==> src/hdl/tpsp_pkg.sv <==
package tpsp_pkg;

  // Coordinate width of vertices, crossings and the slice height.
  localparam int CoordWidth = 32;
  localparam int TolWidth   = 16;
  localparam int IdxWidth   = 20;

  // Differences and their magnitudes need one extra bit.
  localparam int MagW     = CoordWidth + 1;
  // The multiplier takes the second operand in two halves.
  localparam int HalfW    = (MagW + 1) / 2;
  localparam int PartW    = MagW + HalfW;
  localparam int ProdW    = 2 * MagW;
  localparam int DivCntW  = $clog2(MagW);

  localparam logic [TolWidth-1:0] TolReset = TolWidth'(66);

  typedef logic signed [CoordWidth-1:0] coord_t;
  typedef logic signed [MagW-1:0]       diff_t;
  typedef logic [MagW-1:0]              mag_t;
  typedef logic [HalfW-1:0]             half_t;
  typedef logic [PartW-1:0]             part_t;
  typedef logic [ProdW-1:0]             prod_t;
  typedef logic [DivCntW-1:0]           div_cnt_t;
  typedef logic [TolWidth-1:0]          tol_t;
  typedef logic [IdxWidth-1:0]          idx_t;

  // Configuration register indexes.
  typedef enum logic [0:0] {
    CFG_SLICE_HEIGHT = 1'b0,
    CFG_MERGE_TOL    = 1'b1
  } cfg_idx_t;

  // Request to the shared multiply-divide unit: q = a * b / d.
  typedef struct packed {
    logic start;
    mag_t a;
    mag_t b;
    mag_t d;
  } md_req_t;

  typedef enum logic [2:0] {
    MD_IDLE,
    MD_MUL_LO,
    MD_MUL_HI,
    MD_ACC,
    MD_DIV,
    MD_DONE
  } md_state_t;

  typedef enum logic [3:0] {
    ST_IDLE,
    ST_CHECK,
    ST_EDGE,
    ST_X_GO,
    ST_X_RUN,
    ST_Y_GO,
    ST_Y_RUN,
    ST_MERGE_D,
    ST_MERGE_C,
    ST_NEXT,
    ST_PUT
  } seq_state_t;

  // Magnitude of a signed difference.
  function automatic mag_t mag_of(input diff_t v);
    mag_t r;
    if (v[MagW-1]) begin
      r = mag_t'(-v);
    end else begin
      r = mag_t'(v);
    end
    return r;
  endfunction

endpackage

==> src/hdl/tpsp_muldiv.sv <==
module tpsp_muldiv (
  input  logic              clk,
  input  logic              rst,
  input  tpsp_pkg::md_req_t req,
  output logic              done,
  output tpsp_pkg::mag_t    q
);

  tpsp_pkg::md_state_t state;
  tpsp_pkg::md_state_t state_next;
  tpsp_pkg::mag_t      a_r;
  tpsp_pkg::mag_t      b_r;
  tpsp_pkg::mag_t      d_r;
  tpsp_pkg::part_t     part;
  tpsp_pkg::part_t     prod_lo;
  tpsp_pkg::mag_t      rem;
  tpsp_pkg::mag_t      qsh;
  tpsp_pkg::div_cnt_t  cnt;

  tpsp_pkg::half_t     mul_sel;
  tpsp_pkg::part_t     mul_res;
  tpsp_pkg::prod_t     sum;
  logic [tpsp_pkg::MagW:0] trial;
  logic [tpsp_pkg::MagW:0] trial_sub;
  logic                ge;

  // Next state.
  always_comb begin
    state_next = state;
    unique case (state)
      tpsp_pkg::MD_IDLE: begin
        if (req.start) begin
          state_next = tpsp_pkg::MD_MUL_LO;
        end
      end
      tpsp_pkg::MD_MUL_LO: state_next = tpsp_pkg::MD_MUL_HI;
      tpsp_pkg::MD_MUL_HI: state_next = tpsp_pkg::MD_ACC;
      tpsp_pkg::MD_ACC:    state_next = tpsp_pkg::MD_DIV;
      tpsp_pkg::MD_DIV: begin
        if (cnt == tpsp_pkg::div_cnt_t'(tpsp_pkg::MagW - 1)) begin
          state_next = tpsp_pkg::MD_DONE;
        end
      end
      tpsp_pkg::MD_DONE:   state_next = tpsp_pkg::MD_IDLE;
      default:             state_next = tpsp_pkg::MD_IDLE;
    endcase
  end

  // Outputs and operand selection.
  always_comb begin
    done    = (state == tpsp_pkg::MD_DONE);
    q       = qsh;
    mul_sel = tpsp_pkg::half_t'(b_r);
    if (state == tpsp_pkg::MD_MUL_HI) begin
      mul_sel = tpsp_pkg::half_t'(b_r >> tpsp_pkg::HalfW);
    end
  end

  // One partial product per cycle, then one quotient bit per cycle.
  assign mul_res   = tpsp_pkg::part_t'(a_r) * tpsp_pkg::part_t'(mul_sel);
  assign sum       = tpsp_pkg::prod_t'(prod_lo)
                   + (tpsp_pkg::prod_t'(part) << tpsp_pkg::HalfW);
  assign trial     = {rem, qsh[tpsp_pkg::MagW-1]};
  assign trial_sub = trial - {1'b0, d_r};
  assign ge        = (trial >= {1'b0, d_r});

  always_ff @(posedge clk) begin
    if (rst) begin
      state <= tpsp_pkg::MD_IDLE;
    end else begin
      state <= state_next;
    end
  end

  // Datapath registers.
  always_ff @(posedge clk) begin
    case (state)
      tpsp_pkg::MD_IDLE: begin
        if (req.start) begin
          a_r <= req.a;
          b_r <= req.b;
          d_r <= req.d;
        end
      end
      tpsp_pkg::MD_MUL_LO: begin
        part <= mul_res;
      end
      tpsp_pkg::MD_MUL_HI: begin
        prod_lo <= part;
        part    <= mul_res;
      end
      tpsp_pkg::MD_ACC: begin
        // The upper half of the product is already below the divisor.
        rem <= tpsp_pkg::mag_t'(sum >> tpsp_pkg::MagW);
        qsh <= tpsp_pkg::mag_t'(sum);
        cnt <= '0;
      end
      tpsp_pkg::MD_DIV: begin
        rem <= ge ? tpsp_pkg::mag_t'(trial_sub) : tpsp_pkg::mag_t'(trial);
        qsh <= {qsh[tpsp_pkg::MagW-2:0], ge};
        cnt <= cnt + 1'b1;
      end
      default: begin
      end
    endcase
  end

  // A new request only arrives while the unit is free.
  a_start_idle: assert property (@(posedge clk) disable iff (rst)
    req.start |-> state == tpsp_pkg::MD_IDLE)
    else $error("multiply-divide started while busy");

  // The caller keeps b below d, so the quotient never exceeds a.
  a_q_bound: assert property (@(posedge clk) disable iff (rst)
    done |-> q <= a_r)
    else $error("quotient exceeds first factor");

  // The remainder stays below the divisor throughout the division.
  a_rem_bound: assert property (@(posedge clk) disable iff (rst)
    state == tpsp_pkg::MD_DIV |-> rem < d_r)
    else $error("division remainder out of range");

endmodule

==> src/hdl/triangle_plane_slice_points_core.sv <==
// Channel   Handshake                Payload
// input     in_valid / in_ready      ax ay az bx by bz cx cy cz tri_index layer_start
// output    out_valid / out_ready    point_x point_y point_z point_tri_index degenerate last
// config    cfg_write                cfg_index cfg_data
//
// Each crossing edge runs an X and a Y division on the one shared multiply-divide unit,
// which yields one quotient bit per cycle.
// in_ready is high only while the sequencer is idle; one triangle is in work at a time.
// Results sit in an output register, so a new triangle is taken while the last waits.
// Synchronous reset clears the sequencer, layer state and slice height; merge_tol gets TolReset.
module triangle_plane_slice_points_core (
  input  logic                      clk,
  input  logic                      rst,
  input  logic                      in_valid,
  output logic                      in_ready,
  input  tpsp_pkg::coord_t          ax,
  input  tpsp_pkg::coord_t          ay,
  input  tpsp_pkg::coord_t          az,
  input  tpsp_pkg::coord_t          bx,
  input  tpsp_pkg::coord_t          by,
  input  tpsp_pkg::coord_t          bz,
  input  tpsp_pkg::coord_t          cx,
  input  tpsp_pkg::coord_t          cy,
  input  tpsp_pkg::coord_t          cz,
  input  tpsp_pkg::idx_t            tri_index,
  input  logic                      layer_start,
  output logic                      out_valid,
  input  logic                      out_ready,
  output tpsp_pkg::coord_t          point_x,
  output tpsp_pkg::coord_t          point_y,
  output tpsp_pkg::coord_t          point_z,
  output tpsp_pkg::idx_t            point_tri_index,
  output logic                      degenerate,
  output logic                      last,
  input  logic                      cfg_write,
  input  tpsp_pkg::cfg_idx_t        cfg_index,
  input  tpsp_pkg::coord_t          cfg_data
);

  tpsp_pkg::seq_state_t state;
  tpsp_pkg::seq_state_t state_next;

  tpsp_pkg::coord_t slice_height;
  tpsp_pkg::tol_t   merge_tol;
  logic             layer_void;

  // Vertex registers rotate by one place after each edge.
  tpsp_pkg::coord_t vx [3];
  tpsp_pkg::coord_t vy [3];
  tpsp_pkg::coord_t vz [3];
  tpsp_pkg::idx_t   tri_idx;

  logic [1:0]       edge_cnt;
  logic [1:0]       npts;
  tpsp_pkg::diff_t  dpx;
  tpsp_pkg::diff_t  dpy;
  tpsp_pkg::diff_t  dz;
  tpsp_pkg::diff_t  dh;
  tpsp_pkg::coord_t cur_x;
  tpsp_pkg::coord_t cur_y;
  tpsp_pkg::diff_t  ddx;
  tpsp_pkg::diff_t  ddy;
  tpsp_pkg::coord_t p0x;
  tpsp_pkg::coord_t p0y;
  tpsp_pkg::coord_t p1x;
  tpsp_pkg::coord_t p1y;
  logic             emit_k;
  logic             emit_deg;

  tpsp_pkg::md_req_t md_req;
  logic              md_done;
  tpsp_pkg::mag_t    md_q;

  logic              on_plane;
  logic              crossing;
  logic              close;
  logic              last_now;
  logic              out_load;
  logic              neg_x;
  logic              neg_y;
  tpsp_pkg::diff_t   tol_s;
  tpsp_pkg::diff_t   q_s;
  tpsp_pkg::coord_t  prev_x;
  tpsp_pkg::coord_t  prev_y;

  tpsp_muldiv u_muldiv (
    .clk  (clk),
    .rst  (rst),
    .req  (md_req),
    .done (md_done),
    .q    (md_q)
  );

  // Configuration registers.
  always_ff @(posedge clk) begin
    if (rst) begin
      slice_height <= '0;
      merge_tol    <= tpsp_pkg::TolReset;
    end else if (cfg_write) begin
      unique case (cfg_index)
        tpsp_pkg::CFG_SLICE_HEIGHT: slice_height <= cfg_data;
        tpsp_pkg::CFG_MERGE_TOL:    merge_tol    <= tpsp_pkg::tol_t'(cfg_data);
      endcase
    end
  end

  // Decisions on the current triangle and edge.
  assign on_plane = (vz[0] == slice_height) || (vz[1] == slice_height)
                 || (vz[2] == slice_height);
  assign crossing = (vz[0] > slice_height) != (vz[1] > slice_height);
  assign neg_x    = dpx[tpsp_pkg::MagW-1] ^ dh[tpsp_pkg::MagW-1] ^ dz[tpsp_pkg::MagW-1];
  assign neg_y    = dpy[tpsp_pkg::MagW-1] ^ dh[tpsp_pkg::MagW-1] ^ dz[tpsp_pkg::MagW-1];
  assign q_s      = tpsp_pkg::diff_t'(md_q);
  assign tol_s    = tpsp_pkg::diff_t'(merge_tol);
  assign close    = (npts != 2'd0)
                 && (ddx < tol_s) && (ddx > -tol_s)
                 && (ddy < tol_s) && (ddy > -tol_s);
  assign prev_x   = (npts == 2'd2) ? p1x : p0x;
  assign prev_y   = (npts == 2'd2) ? p1y : p0y;
  assign last_now = emit_deg || ((2'(emit_k) + 2'd1) == npts);

  // Next state.
  always_comb begin
    state_next = state;
    unique case (state)
      tpsp_pkg::ST_IDLE: begin
        if (in_valid) begin
          state_next = tpsp_pkg::ST_CHECK;
        end
      end
      tpsp_pkg::ST_CHECK: begin
        if (layer_void) begin
          state_next = tpsp_pkg::ST_IDLE;
        end else if (on_plane) begin
          state_next = tpsp_pkg::ST_PUT;
        end else begin
          state_next = tpsp_pkg::ST_EDGE;
        end
      end
      tpsp_pkg::ST_EDGE: begin
        state_next = crossing ? tpsp_pkg::ST_X_GO : tpsp_pkg::ST_NEXT;
      end
      tpsp_pkg::ST_X_GO: state_next = tpsp_pkg::ST_X_RUN;
      tpsp_pkg::ST_X_RUN: begin
        if (md_done) begin
          state_next = tpsp_pkg::ST_Y_GO;
        end
      end
      tpsp_pkg::ST_Y_GO: state_next = tpsp_pkg::ST_Y_RUN;
      tpsp_pkg::ST_Y_RUN: begin
        if (md_done) begin
          state_next = tpsp_pkg::ST_MERGE_D;
        end
      end
      tpsp_pkg::ST_MERGE_D: state_next = tpsp_pkg::ST_MERGE_C;
      tpsp_pkg::ST_MERGE_C: state_next = tpsp_pkg::ST_NEXT;
      tpsp_pkg::ST_NEXT: begin
        if (edge_cnt == 2'd2) begin
          state_next = (npts == 2'd0) ? tpsp_pkg::ST_IDLE : tpsp_pkg::ST_PUT;
        end else begin
          state_next = tpsp_pkg::ST_EDGE;
        end
      end
      tpsp_pkg::ST_PUT: begin
        if (out_load && last_now) begin
          state_next = tpsp_pkg::ST_IDLE;
        end
      end
      default: state_next = tpsp_pkg::ST_IDLE;
    endcase
  end

  // Sequencer outputs.
  always_comb begin
    in_ready     = (state == tpsp_pkg::ST_IDLE);
    out_load     = (state == tpsp_pkg::ST_PUT) && (!out_valid || out_ready);
    md_req.start = (state == tpsp_pkg::ST_X_GO) || (state == tpsp_pkg::ST_Y_GO);
    md_req.a     = (state == tpsp_pkg::ST_Y_GO) ? tpsp_pkg::mag_of(dpy)
                                                : tpsp_pkg::mag_of(dpx);
    md_req.b     = tpsp_pkg::mag_of(dh);
    md_req.d     = tpsp_pkg::mag_of(dz);
  end

  always_ff @(posedge clk) begin
    if (rst) begin
      state <= tpsp_pkg::ST_IDLE;
    end else begin
      state <= state_next;
    end
  end

  // Layer state: cleared by a layer start, set by a vertex on the plane.
  always_ff @(posedge clk) begin
    if (rst) begin
      layer_void <= 1'b0;
    end else if (state == tpsp_pkg::ST_IDLE && in_valid && layer_start) begin
      layer_void <= 1'b0;
    end else if (state == tpsp_pkg::ST_CHECK && !layer_void && on_plane) begin
      layer_void <= 1'b1;
    end
  end

  // Triangle datapath.
  always_ff @(posedge clk) begin
    case (state)
      tpsp_pkg::ST_IDLE: begin
        if (in_valid) begin
          vx[0]    <= ax;
          vy[0]    <= ay;
          vz[0]    <= az;
          vx[1]    <= bx;
          vy[1]    <= by;
          vz[1]    <= bz;
          vx[2]    <= cx;
          vy[2]    <= cy;
          vz[2]    <= cz;
          tri_idx  <= tri_index;
          edge_cnt <= 2'd0;
          npts     <= 2'd0;
        end
      end
      tpsp_pkg::ST_CHECK: begin
        emit_deg <= on_plane;
        emit_k   <= 1'b0;
      end
      tpsp_pkg::ST_EDGE: begin
        dz  <= tpsp_pkg::diff_t'(vz[1]) - tpsp_pkg::diff_t'(vz[0]);
        dh  <= tpsp_pkg::diff_t'(slice_height) - tpsp_pkg::diff_t'(vz[0]);
        dpx <= tpsp_pkg::diff_t'(vx[1]) - tpsp_pkg::diff_t'(vx[0]);
        dpy <= tpsp_pkg::diff_t'(vy[1]) - tpsp_pkg::diff_t'(vy[0]);
      end
      tpsp_pkg::ST_X_RUN: begin
        if (md_done) begin
          cur_x <= neg_x ? tpsp_pkg::coord_t'(tpsp_pkg::diff_t'(vx[0]) - q_s)
                         : tpsp_pkg::coord_t'(tpsp_pkg::diff_t'(vx[0]) + q_s);
        end
      end
      tpsp_pkg::ST_Y_RUN: begin
        if (md_done) begin
          cur_y <= neg_y ? tpsp_pkg::coord_t'(tpsp_pkg::diff_t'(vy[0]) - q_s)
                         : tpsp_pkg::coord_t'(tpsp_pkg::diff_t'(vy[0]) + q_s);
        end
      end
      tpsp_pkg::ST_MERGE_D: begin
        ddx <= tpsp_pkg::diff_t'(prev_x) - tpsp_pkg::diff_t'(cur_x);
        ddy <= tpsp_pkg::diff_t'(prev_y) - tpsp_pkg::diff_t'(cur_y);
      end
      tpsp_pkg::ST_MERGE_C: begin
        // Two crossings too close together cancel each other.
        if (close) begin
          npts <= npts - 2'd1;
        end else if (npts == 2'd0) begin
          p0x  <= cur_x;
          p0y  <= cur_y;
          npts <= 2'd1;
        end else if (npts == 2'd1) begin
          p1x  <= cur_x;
          p1y  <= cur_y;
          npts <= 2'd2;
        end
      end
      tpsp_pkg::ST_NEXT: begin
        vx[0]    <= vx[1];
        vx[1]    <= vx[2];
        vx[2]    <= vx[0];
        vy[0]    <= vy[1];
        vy[1]    <= vy[2];
        vy[2]    <= vy[0];
        vz[0]    <= vz[1];
        vz[1]    <= vz[2];
        vz[2]    <= vz[0];
        edge_cnt <= edge_cnt + 2'd1;
      end
      tpsp_pkg::ST_PUT: begin
        if (out_load) begin
          emit_k <= 1'b1;
        end
      end
      default: begin
      end
    endcase
  end

  // Output register and its valid flag.
  always_ff @(posedge clk) begin
    if (rst) begin
      out_valid <= 1'b0;
    end else if (out_load) begin
      out_valid <= 1'b1;
    end else if (out_ready) begin
      out_valid <= 1'b0;
    end
  end

  always_ff @(posedge clk) begin
    if (out_load) begin
      point_x         <= emit_deg ? '0 : (emit_k ? p1x : p0x);
      point_y         <= emit_deg ? '0 : (emit_k ? p1y : p0y);
      point_z         <= emit_deg ? '0 : slice_height;
      point_tri_index <= tri_idx;
      degenerate      <= emit_deg;
      last            <= last_now;
    end
  end

  // A degenerate result is alone and carries a zero point.
  a_deg_result: assert property (@(posedge clk) disable iff (rst)
    out_valid && degenerate |-> last && point_x == '0 && point_z == '0)
    else $error("degenerate result malformed");

  // Emitting a degenerate result means the layer has been voided.
  a_deg_void: assert property (@(posedge clk) disable iff (rst)
    out_load && emit_deg |=> layer_void)
    else $error("degenerate result without void layer");

  // Results are only sent when there is something to send.
  a_put_nonempty: assert property (@(posedge clk) disable iff (rst)
    state == tpsp_pkg::ST_PUT |-> emit_deg || npts != 2'd0)
    else $error("result stage entered with no points");

  // A triangle transaction always starts with the layer check.
  a_accept_check: assert property (@(posedge clk) disable iff (rst)
    in_valid && in_ready |=> state == tpsp_pkg::ST_CHECK)
    else $error("accepted triangle not checked");

endmodule

==> config.mk <==
export PLATFORM = sky130hd
export DESIGN_NAME = triangle_plane_slice_points_core
export DESIGN_NICKNAME = d
export VERILOG_FILES = /design/src/hdl/tpsp_pkg.sv /design/src/hdl/tpsp_muldiv.sv /design/src/hdl/triangle_plane_slice_points_core.sv
export SDC_FILE = /design/constraint.sdc
export NUM_CORES = 2
export LEC_CHECK = 0
export BUFFER_PORTS_ARGS = -buffer_cell sky130_fd_sc_hd__buf_2
export CAP_MARGIN = 20
export CORE_MARGIN = 8
export CORE_UTILIZATION = 57
export CTS_CLUSTER_DIAMETER = 80
export CTS_CLUSTER_SIZE = 8
export DETAILED_ROUTE_END_ITERATION = 7
export PLACE_DENSITY = 0.82
export SLEW_MARGIN = 10
export SYNTH_ARGS = -nofsm -noshare
export SYNTH_HDL_FRONTEND = slang
export SYNTH_SLANG_ARGS = --single-unit
export TNS_END_PERCENT = 20
==> constraint.sdc <==
create_clock -name clk -period 11.5 [get_ports clk]
set_input_delay 0.575 -clock clk [delete_from_list [all_inputs] [get_ports clk]]
set_output_delay 0.575 -clock clk [all_outputs]
set_load 0.05 [all_outputs]
# Word level (Yosys, flattened, before mapping)
# Memories as Yosys holds them, arrays and structs flattened.
# Index checks and enable logic that the tools add are counted.
# op_classes
add_sub_neg	21
multipliers	1
n_lt_le_gt_ge	7
eq_ne	32
muxes	53
n_bitwise	16
reduce_logical	41
# ops
cell	count
32-bit 2-to-1 mux	17
32-bit by 32-bit subtractor with 33-bit output	6
33-bit 2-to-1 mux	4
33-bit negation	4
33-bit one-hot mux with 2 select lines	2
32-bit equality test	3
50-bit by 66-bit adder with 66-bit output	1
33-bit greater-than comparator	2
33-bit by 17-bit less-than comparator with 1-bit output	2
32-bit adder	2
32-bit greater-than comparator	2
32-bit subtractor	2
33-bit by 17-bit multiplier with 50-bit output	1
4-bit one-hot mux with 11 select lines	1
4-bit 2-to-1 mux	9
34-bit by 33-bit >= comparator with 1-bit output	1
16-bit negation with 33-bit output	1
33-bit subtractor	1
2-bit AND reduction	9
17-bit 2-to-1 mux	1
4-bit by 3-bit equality test with 1-bit output, second input constant	4
3-bit one-hot mux with 5 select lines	1
4-bit equality test, second input constant	3
2-bit inequality test, second input constant	6
35 further kinds	86
# word_totals
register_bits	862
mem_bits_rw	288
input_bits	347
output_inout_bits	120
word_cells	213
mem_count	3
# memory_table
name	depth	width	read_ports	rd_ports_with_merged_regs	write_ports	line_no	rtl
vx	3	32	3	0	3	triangle_plane_slice_points_core.sv:48	tpsp_pkg::coord_t vx [3];
vy	3	32	3	0	3	triangle_plane_slice_points_core.sv:49	tpsp_pkg::coord_t vy [3];
vz	3	32	3	0	3	triangle_plane_slice_points_core.sv:50	tpsp_pkg::coord_t vz [3];

# Depth between registers and ports, before layout
# logic_depth
ltp_word	7
ltp_mapped	30

# Hierarchy
# From an unflattened synthesis, not the netlist that was laid out.
# hier_totals
hier_cells	8279
area_unflattened_um2	83144.7
# modules_own_cells
module	n_inst	cells_per_inst	area_each_um2
triangle_plane_slice_points_core	1	5136	52291.4
tpsp_muldiv	1	3143	30853.3

# Least setup slack after synthesis
# OpenSTA, ideal clock, no wires.
# synth_timing
path_type	reg-to-reg
startpoint	register state[2]
endpoint	register u_muldiv.a_r[0], enable pin
setup_ns	0.800
arrival_time_ns	10.212
required_ns	10.700
setup_slack_ns	0.488
stages_incl_launch_ff	5
path_buffers	1
path_cell_list	dfxtp_1 -> clkbuf_1 -> xor2_1 -> nand3b_1 -> nor4_1
# synth_between
elab_chain_len	3
elab_cells_between_ends	4
cone_classes	eq/ne: 2; reduce/logical: 2
# synth_rtl
item	line_no	rtl
start, declared	triangle_plane_slice_points_core.sv:40	tpsp_pkg::seq_state_t state;
start signal, assigned	triangle_plane_slice_points_core.sv:186	state <= tpsp_pkg::ST_IDLE;
start signal, assigned	triangle_plane_slice_points_core.sv:188	state <= state_next;
4-bit by 2-bit equality test with 1-bit output or 4-bit by 3-bit equality test with 1-bit output (tied branches)	triangle_plane_slice_points_core.sv:177	md_req.start = (state == tpsp_pkg::ST_X_GO) || (state == tpsp_pkg::ST_Y_GO);
1-bit logical OR *	triangle_plane_slice_points_core.sv:177	
2-bit AND reduction (no source line) *	n/a	
end signal, assigned	tpsp_muldiv.sv:80	a_r <= req.a;
end, declared	tpsp_muldiv.sv:11	tpsp_pkg::mag_t a_r;
# Every way passes the cells marked *; elsewhere a longest branch is shown, timed or not.
# A chain may end at the register's enable or synchronous reset.

# Worst setup path after layout
# layout_timing
startpoint	register u_muldiv.state[1]
endpoint	register u_muldiv.part[42], data pin
# layout_between
elab_chain_len	3
# layout_rtl
item	line_no	rtl
start, declared	tpsp_muldiv.sv:9	tpsp_pkg::md_state_t state;
start signal, assigned	tpsp_muldiv.sv:69	state <= tpsp_pkg::MD_IDLE;
start signal, assigned	tpsp_muldiv.sv:71	state <= state_next;
3-bit by 2-bit equality test with 1-bit output	tpsp_muldiv.sv:54	if (state == tpsp_pkg::MD_MUL_HI) begin
17-bit 2-to-1 mux	tpsp_muldiv.sv:54	
33-bit by 17-bit multiplier with 50-bit output	tpsp_muldiv.sv:60	assign mul_res = tpsp_pkg::part_t'(a_r) * tpsp_pkg::part_t'(mul_sel);
via u_muldiv.mul_res[42]	tpsp_muldiv.sv:21	tpsp_pkg::part_t mul_res;
end signal, assigned	tpsp_muldiv.sv:86	part <= mul_res;
end signal, assigned	tpsp_muldiv.sv:90	part <= mul_res;
end, declared	tpsp_muldiv.sv:14	tpsp_pkg::part_t part;
# The timed path passes the listed nets, and every way through them passes these cells.

==> qor.csv <==
stage,metric,value,unit
synthesis,Yosys top cell area share,39.4,%
floorplanning,Chip Width,398,um
synthesis,Area contributors post-synth,"edfxtp_1 39%, fa_1 11%, ha_1 8.8%",
route,DR WL/cell,23.8,um
sta,Final Skew,78.8,ps
floorplanning,full die area,159000,um^2
min_path,Worst Hold Depth,3,
sta,Slew headroom,22.1,%
synthesis,multiplexer area fraction after synthesis,1.96,%
clock_network,clock tree buffer depth,3,
placement,Detailed Place HPWL,195,mm
clock_network,TritonCTS Buffers,162,
synthesis,top post-synthesis cells by count,"1,421 x nand2_1, 1,093 x edfxtp_1, 917 x inv_1, 585 x ha_1, 474 x fa_1",
finish,utilization after layout,63.6,%
floorplanning,# IOs,467,
synthesis,Simple-Gate Fraction of Synth Area,14.7,%
synthesis,XOR/XNOR Fraction of Synth Area,5.85,%
floorplanning,Starting Density,57.3,%
synthesis,cell area after synthesis,83300,um^2
sta,RSZ-0062 raised after global routing,false,
grt,Total GRT Usage,31.4,%
sta,fin crit share,79.8,%
route,Pre-antenna DRT Iters,7,
finish,Fill cells,11300,
sta,"Hold Violations, Final",0,
route,final antenna-violating net count,0,
clock_network,CTS tree,done,
synthesis,Synth area leader,edfxtp_1,
min_path,WHS Endpoint,slice_height[19]$_SDFFE_PP0P_,
job,max_cap viols,0,
synthesis,"EDFF count, synth",1093,
synthesis,main combinational cell family by area after synthesis,adder cells,
synthesis,Synth Net Count,9702,
finish,area grow syn2layout,10.9,%
sta,Worst-Margin Slew,1140,ps
min_path,HP Start,cfg_data[19],
worst_setup_path,r2r endpoint,u_muldiv.part[42]$_DFFE_PP_,
placement,Placed Cells incl. Taps,10400,
worst_setup_path,CP Max Fanout,67,
synthesis,Mapped Cells,8296,
route,DR DRC count,0,
finish,fin cells,10700,
synthesis,"Primary FF master, synth",edfxtp_1,
grt,initial antenna violation count,19,
sta,final setup vio count,0,
synthesis,#FFs+latches synth,1150,
route,Vias,65400,
grt,via count of the first global-routing pass,65600,
clock_network,Root Driver,clkbuf_16,
worst_setup_path,"Req. time, crit path",12020,ps
worst_setup_path,startpoint types,flip-flop,
synthesis,post-synthesis cell type count,87,
synthesis,"count leader, synth",nand2_1,
synthesis,Ys Warns,0,
placement,final weighted congestion in routability-driven placement,1.02,
clock_network,"Hold-fix buffers, CTS",31,
worst_setup_path,reg-to-reg startpoint,u_muldiv.state[1]$_SDFFE_PP0P_,
route,via/cell ratio,6.11,
grt,pin count of the biggest net entering global routing,206,
placement,Port Buffers,466,
synthesis,sequential element share of the synthesized area,40.8,%
worst_setup_path,reg2reg path depth,24,
grt,total grt overflow,0,
run_status,status,finished clean,
worst_setup_path,crit path DAT,9700,ps
synthesis,Synth Area per Inst,10.0,um^2
clock_network,clk sinks,1150,
worst_setup_path,flop2flop setup slack,2320,ps
clock_network,Clock Pin Slew Worst Setup and Hold Paths,50,ps
sta,Final TNS setup,0,ps
route,final WL,255,mm
clock_network,worst skew pair latency,810,ps
floorplanning,# rows,140,
floorplanning,die height,398,um
worst_setup_path,Crit. End Element,flip-flop,
clock_network,CTS resizes,0,
worst_setup_path,CP Class,flip-flop to flip-flop,
synthesis,post-synthesis compound-gate area fraction,11.1,%
sta,FMAX,109,MHz
finish,share of cells above drive strength 1,9.73,%
floorplanning,Core Area,145000,um^2
finish,Layout Nets,10100,
synthesis,post-synthesis adder-cell area fraction,20.2,%
clock_network,Setup Buffers After CTS,0,
clock_network,CTS HTree Levels,4,
grt,global-route wire length before repair,384,mm
sta,fin crit period,9180,ps
sta,max-slew violations,0,
route,initial drt markers,6963,
min_path,Worst Hold Class,input port to flip-flop,
synthesis,fraction of registers with async set/reset,0,%
-- flip-flops by register name, indices dropped and copies added, names as in the netlist, 50 cells and up --
signal and count:
u_muldiv.part 50, u_muldiv.prod_lo 50, vx 96, vy 96, vz 96
-- worst max path at each step --
stage                              startpoint                     endpoint  slack, ps  cells past startpoint
2_1_floorplan           state[2]$_SDFFE_PP0P_    u_muldiv.a_r[0]$_DFFE_PP_        490                      4
3_3_place_gp   u_muldiv.state[1]$_SDFFE_PP0P_  u_muldiv.part[42]$_DFFE_PP_       2660                     24
3_5_place_dp   u_muldiv.state[1]$_SDFFE_PP0P_  u_muldiv.part[42]$_DFFE_PP_       2510                     24
4_1_cts        u_muldiv.state[1]$_SDFFE_PP0P_  u_muldiv.part[42]$_DFFE_PP_       2440                     24
5_1_grt        u_muldiv.state[1]$_SDFFE_PP0P_  u_muldiv.part[42]$_DFFE_PP_       2000                     24
6_report       u_muldiv.state[1]$_SDFFE_PP0P_  u_muldiv.part[42]$_DFFE_PP_       2320                     24
-- metrics by stage --
| step | setup slack, ps | hold WS [ps] | cell area [um^2] |
|---|---|---|---|
| 2_1_floorplan | 488 | 400 | 83300 |
| 3_3_place_gp | 2660 | 401 | 87400 |
| 3_5_place_dp | 2510 | 405 | 87500 |
| 4_1_cts | 2440 | 0.665 | 92400 |
| 5_1_grt | 2000 | 17.8 | 92400 |
| 6_report | 2320 | 26.9 | 92400 |
-- logic make-up (layout without fill, tap and decap cells) --
group	Yosys count	in the layout
xor gates and xnor gates	556	556
buffers and inverters	1205	1684
other	0	12
DFF	1150	1150
adders and majority gates	1059	1059
muxes	153	153
and+or+nand+nor	2700	2700
AOI/OAI and AO/OA	1473	1473
-- layout by cell type, fill, tap and decap left out, types with 25 or more instances in the layout --
master | Yosys | routed
a211oi_1 | 67 | 67
a21o_1 | 168 | 168
a21oi_1 | 441 | 441
a31oi_1 | 41 | 41
and2_1 | 240 | 240
and3_1 | 33 | 32
buf_2 | 5 | 466
buf_4 | 0 | 44
clkbuf_1 | 262 | 42
clkbuf_16 | 0 | 164
dfxtp_1 | 57 | 57
dlygate4sd3_1 | 0 | 31
edfxtp_1 | 1093 | 1093
fa_1 | 474 | 474
ha_1 | 585 | 584
inv_1 | 917 | 917
mux2_2 | 80 | 80
mux2i_1 | 73 | 73
nand2_1 | 1421 | 1420
nand2b_1 | 50 | 50
nand3_1 | 79 | 79
nand4_1 | 70 | 70
nor2_1 | 442 | 435
nor2b_1 | 61 | 59
nor3_1 | 88 | 86
nor4_1 | 52 | 51
o211ai_1 | 36 | 36
o21a_1 | 97 | 97
o21ai_0 | 350 | 350
o21bai_1 | 56 | 56
o31ai_1 | 50 | 50
or3_1 | 47 | 47
or4_1 | 25 | 25
xnor2_1 | 388 | 388
xor2_1 | 168 | 168
-- metal layers --
| layer | GRT usage (%) | share of wire [%] | up-vias |
|---|---|---|---|
| met3 | 6.31 | 9.8 | 781 |
| met2 | 50.4 | 46 | 3566 |
| met1 | 40.0 | 38 | 31900 |
| met5 | 0 | 0.029 | - |
| li1 | - | - | 29200 |
| met4 | 17.5 | 6.4 | 12 |
-- cell type report --
cell class | count | area (um^2) | area share, %
Tap cell | 1917 | 2400 | 2.60
Multi-Input combinational cell | 5941 | 44900 | 48.6
Timing Repair Buffer | 545 | 3040 | 3.29
Clock inverter | 16 | 368 | 0.398
Sequential cell | 1150 | 34000 | 36.7
Clock buffer | 206 | 4260 | 4.61
Inverter | 917 | 3440 | 3.72
Antenna cell | 12 | 30.0 | 0.0325
-- critical path: stages, from the launching register on --
cell      delay (ps)
dfxtp_1          490
nor3b_2          230
buf_4            720
mux2_2           960
nand2_1          180
fa_1             560
fa_1             580
fa_1             460
fa_1             550
inv_1             50
fa_1             510
inv_1             60
fa_1             480
inv_1             40
ha_1             400
nand3_1          180
nor4b_1          310
o31ai_1          150
nand4b_1         140
nand2_1          100
o41ai_1          620
o21ai_0          470
o21a_1           340
o21bai_1         170
xor2_1            80
Power is left out: the tool's default activity adds up to more than one toggle a clock period on the data nets, which glitch-free logic cannot reach.
